--- src/rtl/smeu_pkg.sv ---
// Package for the stack machine execute unit: sizes, opcodes, error codes,
// and the command and status structs between controller and datapath.
// No dependencies.
`default_nettype none
package smeu_pkg;
  localparam int STACK_DEPTH = 1024;
  localparam int NUM_REGS    = 4;
  localparam int MEM_WORDS   = 32768;
  localparam int PC_BITS     = 16;
  localparam int SP_W  = $clog2(STACK_DEPTH + 1);
  localparam int SA_W  = $clog2(STACK_DEPTH);
  localparam int RI_W  = (NUM_REGS > 1) ? $clog2(NUM_REGS) : 1;
  localparam int MA_W  = $clog2(MEM_WORDS);

  localparam logic [4:0] OP_HLT = 5'd0, OP_PUSH = 5'd1, OP_ADD = 5'd2, OP_SUB = 5'd3,
    OP_MUL = 5'd4, OP_DIV = 5'd5, OP_OUT = 5'd6, OP_IN = 5'd7, OP_SQRT = 5'd8,
    OP_JMP = 5'd9, OP_JB = 5'd10, OP_JBE = 5'd11, OP_JA = 5'd12, OP_JAE = 5'd13,
    OP_JE = 5'd14, OP_JNE = 5'd15, OP_CALL = 5'd16, OP_RET = 5'd17,
    OP_PUSHR = 5'd18, OP_POPR = 5'd19, OP_PUSHM = 5'd20, OP_POPM = 5'd21;

  localparam logic [3:0] ERR_OK = 4'd0, ERR_DIV0 = 4'd1, ERR_NSQRT = 4'd2,
    ERR_UNDER = 4'd3, ERR_OVER = 4'd4, ERR_REG = 4'd5, ERR_ADDR = 4'd6,
    ERR_OPC = 4'd7, ERR_RET = 4'd8;

  // Controller to datapath.
  typedef struct packed {
    logic load;     // latch the item and read the stack tops / register
    logic fetch;    // capture memory read data and the product
    logic exec;     // check faults, commit simple ops or start the long unit
    logic finish;   // commit a divide or sqrt result
  } smeu_cmd_t;

  // Datapath to controller.
  typedef struct packed {
    logic long_op;  // exec started the iterative unit
    logic long_done;
  } smeu_sts_t;
endpackage
`default_nettype wire

--- src/rtl/smeu_ctrl.sv ---
// Controller state machine for the stack machine execute unit.
// Depends on smeu_pkg.
`default_nettype none
module smeu_ctrl import smeu_pkg::*; (
  input  wire logic      clk,
  input  wire logic      rst_n,
  input  wire logic      in_fire,
  input  wire logic      out_free,
  input  wire smeu_sts_t sts,
  output smeu_cmd_t      cmd,
  output logic           in_ready,
  output logic           res_load
);
  localparam logic [2:0] S_IDLE = 3'd0, S_FETCH = 3'd1, S_EXEC = 3'd2,
    S_LONG = 3'd3, S_DONE = 3'd4;
  logic [2:0] state_r, state_nxt;

  always_comb begin
    state_nxt = state_r;
    cmd = '0;
    res_load = 1'b0;
    in_ready = 1'b0;
    case (state_r)
      S_IDLE: begin
        in_ready = 1'b1;
        cmd.load = in_fire;
        if (in_fire) state_nxt = S_FETCH;
      end
      S_FETCH: begin
        cmd.fetch = 1'b1;
        state_nxt = S_EXEC;
      end
      S_EXEC: begin
        if (out_free) begin
          cmd.exec = 1'b1;
          state_nxt = S_DONE;
        end
      end
      S_DONE: begin
        // Exec result is in; a long op keeps iterating before it reports.
        if (sts.long_op) state_nxt = S_LONG;
        else begin
          res_load = 1'b1;
          state_nxt = S_IDLE;
        end
      end
      S_LONG: begin
        if (sts.long_done) begin
          cmd.finish = 1'b1;
          res_load = 1'b1;
          state_nxt = S_IDLE;
        end
      end
      default: state_nxt = S_IDLE;
    endcase
  end

  always_ff @(posedge clk) begin
    if (!rst_n) state_r <= S_IDLE;
    else state_r <= state_nxt;
  end
endmodule
`default_nettype wire

--- config.mk ---
export PLATFORM = sky130hd
export DESIGN_NAME = smeu_ctrl
export DESIGN_NICKNAME = d
export VERILOG_FILES = /design/src/rtl/smeu_pkg.sv /design/src/rtl/smeu_ctrl.sv
export SDC_FILE = /design/constraint.sdc
export NUM_CORES = 1
export LEC_CHECK = 0
export ABC_CLOCK_PERIOD_IN_PS = 1600
export BUFFER_PORTS_ARGS = -buffer_cell sky130_fd_sc_hd__buf_2
export CORE_AREA = 2 2 39 41
export CTS_BUF_LIST = sky130_fd_sc_hd__clkbuf_8
export DETAILED_ROUTE_END_ITERATION = 12
export DIE_AREA = 0 0 41 43
export GPL_TIMING_DRIVEN = 0
export PLACE_DENSITY_LB_ADDON = 0.25
export SYNTH_ARGS = -nofsm -noshare
export SYNTH_HDL_FRONTEND = slang
export SYNTH_SLANG_ARGS = --single-unit
--- constraint.sdc ---
create_clock -name clk -period 1.6 [get_ports clk]
set_input_delay 0.32 -clock clk [delete_from_list [all_inputs] [get_ports clk]]
set_output_delay 0.32 -clock clk [all_outputs]
set_load 0.05 [all_outputs]
==> results_dict.tcl <==
set metrics [dict create \
    syn_area_per_cell_um2 8.39 \
    synth_compound_gate_area_share 0.188 \
    drive_gt1_frac 0.673 \
    gp_congestion 0.692 \
    max_freq_ghz 0.614 \
    min_path_type "primary input to flip-flop" \
    dr.pass1.iters 1 \
    min_period_ns 1.63 \
    synth_top_family_by_area "simple AND/OR/NAND/NOR gates" \
    met2_usage 0.141 \
    io_pins 12 \
    start_util 0.164 \
    nets 56 \
    routedWlPerCell_um 10.5 \
    top_usage_layer "met2" \
    use_met1 0.112 \
    crit_family "simple AND/OR/NAND/NOR gates" \
    drt_iter0_markers 0 \
    ys_types 18 \
    coreArea_mm2 0.00138 \
    synthAdderAreaFrac 0 \
    num_rows 14 \
    ctsHoldBuffers 0 \
    cts_htree_levels 1 \
    cts_inserted_buffers 3 \
    cts.sinks 3 \
    dp_cells 54 \
    synth-simple-area-share 0.387 \
    die_h_um 43 \
    slew_violations 0 \
    die_area_mm2 0.00176 \
    reg_top3 "state_r x3" \
    period_share 1.02 \
    yosysSeqAreaShare 0.265 \
    muxShareOfSynthArea 0.0442 \
    hpwl_um 415 \
    endpoint_kind "primary output" \
    reg2regPathDepth 5 \
    syn_nets 33 \
    yosys.area_share.xor_xnor 0 \
    die_w_um 41 \
    slew_headroom 0.815 \
    fin_cells 65 \
    worst_pin_slew_ns 0.277 \
    ir_worst_vdd_uv 438 \
    overflow 0 \
    setup_slack_ns -0.0274 \
    required_ns 1.28 \
    critPathMaxFanout 2 \
    grt_pass1_wl_um 1100 \
    area.growth.synth_to_final_pct 101 \
    multi_input_area_um2 169 \
    outcome "complete, but fails checks" \
    fillCellCount 166 \
    critical_path_buf_inv_count 1 \
    ys_warn_count 0 \
    met3_usage 0.0628 \
    ys_ff_latch 3 \
    total_power_mw 0.467 \
    top_register "state_r" \
    grt_start_max_net_pins 6 \
    crit_cells 3 \
    largest_reg_flops 3 \
    cts_tree "built" \
    critical-path-slowest-cell "or4b_4" \
    netlist_area_um2 226 \
    grt_usage 0.0953 \
    routed_via_density 4.05 \
    finalSetupViolCount 1 \
    synthCells 27 \
    grt_pass1_vias 277 \
    antenna_cells 0 \
    arrival_ns 1.31 \
    fin_setup_tns_ns -0.0274 \
    cts.path.max_buffers 2 \
    crit_path_max_incr_delay_ns 0.52 \
    crit_chain "or4b_4, o21ai_2, buf_6" \
    num_vias 263 \
    timing_hold_violations_final 0 \
    io_buffers 11 \
    p_per_area_mw_per_mm2 1030 \
    violations "setup timing" \
    clockRootBuffer "clkbuf_8" \
    route.detailed.drc 0 \
    regArea_um2 66.3 \
    maxCapViolations 0 \
    antenna_found_initial 0 \
    worstSetupPathType "flip-flop to primary output" \
    hold_depth 2 \
    clk_pin_slew_ns 0.03 \
    startpoint_type "flip-flop" \
    rsz0062_at_grt "true" \
    power_leakage_nw 0.216 \
    totalWireLength_um 681 \
    finalClockSkew_ns 0.00299 \
    worstSkewPairLatency_ns 0.21 \
    ant_nets 0 \
]
## routing by layer
metal | part of all wire | vias up | routed length, um
li1 | - | 139 | -
met1 | 0.42 | 115 | 288
met2 | 0.50 | 9 | 340
met3 | 0.078 | 0 | 53
met4 | 0 | 0 | 0
met5 | 0 | - | 0
## kinds of logic (layout without fill, tap and decap cells)
group / after synthesis / count (layout)
mux: 1 / 1
buf+inv: 3 / 25
flops: 3 / 3
compound gates: 5 / 5
simple gates: 15 / 15
## final cells by class
| cell class | instances | share of cell area |
|---|---|---|
| multi-input cells | 21 | 0.371 |
| flip-flops and latches | 3 | 0.146 |
| clock inverters | 1 | 0.00824 |
| well taps | 16 | 0.0440 |
| inverters | 1 | 0.00824 |
| clock buffers | 3 | 0.0907 |
| repair buffers | 20 | 0.332 |
## where the power goes
part	internal [mW]	switching (mW)
sequential	0.0831	0.00588
clock	0.163	0.0486
combinational	0.0682	0.0981
## layout by cell type, fill, tap and decap left out
cell / instances
a2111oi_2: 1
a21oi_1: 1
and2_1: 2
buf_2: 7
buf_4: 8
buf_6: 5
clkbuf_8: 3
dfxtp_2: 2
dfxtp_4: 1
inv_1: 2
mux2i_1: 1
nand2_1: 1
nand2b_1: 1
nand3b_1: 2
nor2_1: 1
nor2_2: 2
nor2b_1: 1
nor3_1: 1
nor3_2: 1
nor3_4: 1
o21a_1: 1
o21ai_2: 1
o311a_1: 1
or2b_1: 1
or4b_4: 1
## final timing paths
kind	end	slack (ns)	from
setup / recovery	res_load	-0.03	state_r[1]$_SDFFE_PN0P_
hold / removal	state_r[0]$_SDFFE_PN0P_	0.35	rst_n
setup reg to reg	state_r[1]$_SDFFE_PN0P_	0.35	state_r[1]$_SDFFE_PN0P_
hold reg to reg	state_r[0]$_SDFFE_PN0P_	0.70	state_r[0]$_SDFFE_PN0P_
## synthesized netlist by cell type
| master | n | area, um^2 |
|---|---|---|
| nor3_1 | 3 | 15.0 |
| and2_1 | 2 | 12.5 |
| o311a_1 | 1 | 10.0 |
| nand2_1 | 1 | 3.75 |
| mux2i_1 | 1 | 10.0 |
| nor2b_1 | 1 | 6.26 |
| o21ai_1 | 1 | 5.00 |
| or2b_1 | 1 | 7.51 |
| buf_6 | 2 | 22.5 |
| nor2_1 | 3 | 11.3 |
| o21a_1 | 1 | 7.51 |
| or4b_1 | 1 | 10.0 |
| inv_1 | 1 | 3.75 |
| nand2b_1 | 1 | 6.26 |
| a2111oi_2 | 1 | 15.0 |
| dfxtp_1 | 3 | 60.1 |
| nand3b_1 | 2 | 15.0 |
| a21oi_1 | 1 | 5.00 |
## what timing repair did
action                     in CTS  in global routing
gates resized for setup        11                  4
setup buffers                   9                  0
setup endpoints to repair       3                  6
pin swaps                       2                  2
## metrics by stage
stage	util	setup slack [ns]	area, um^2	hold slack [ns]
after floorplan	-	-0.135	249	0.438
after global placement	0.234	-0.0163	324	0.569
after detailed placement	0.234	-0.0123	324	0.570
after CTS	0.337	-0.0743	467	0.347
after global routing	0.329	-0.0578	455	0.366
final	0.329	-0.0274	455	0.354
Note: power is estimated with default switching activity, not from simulation.
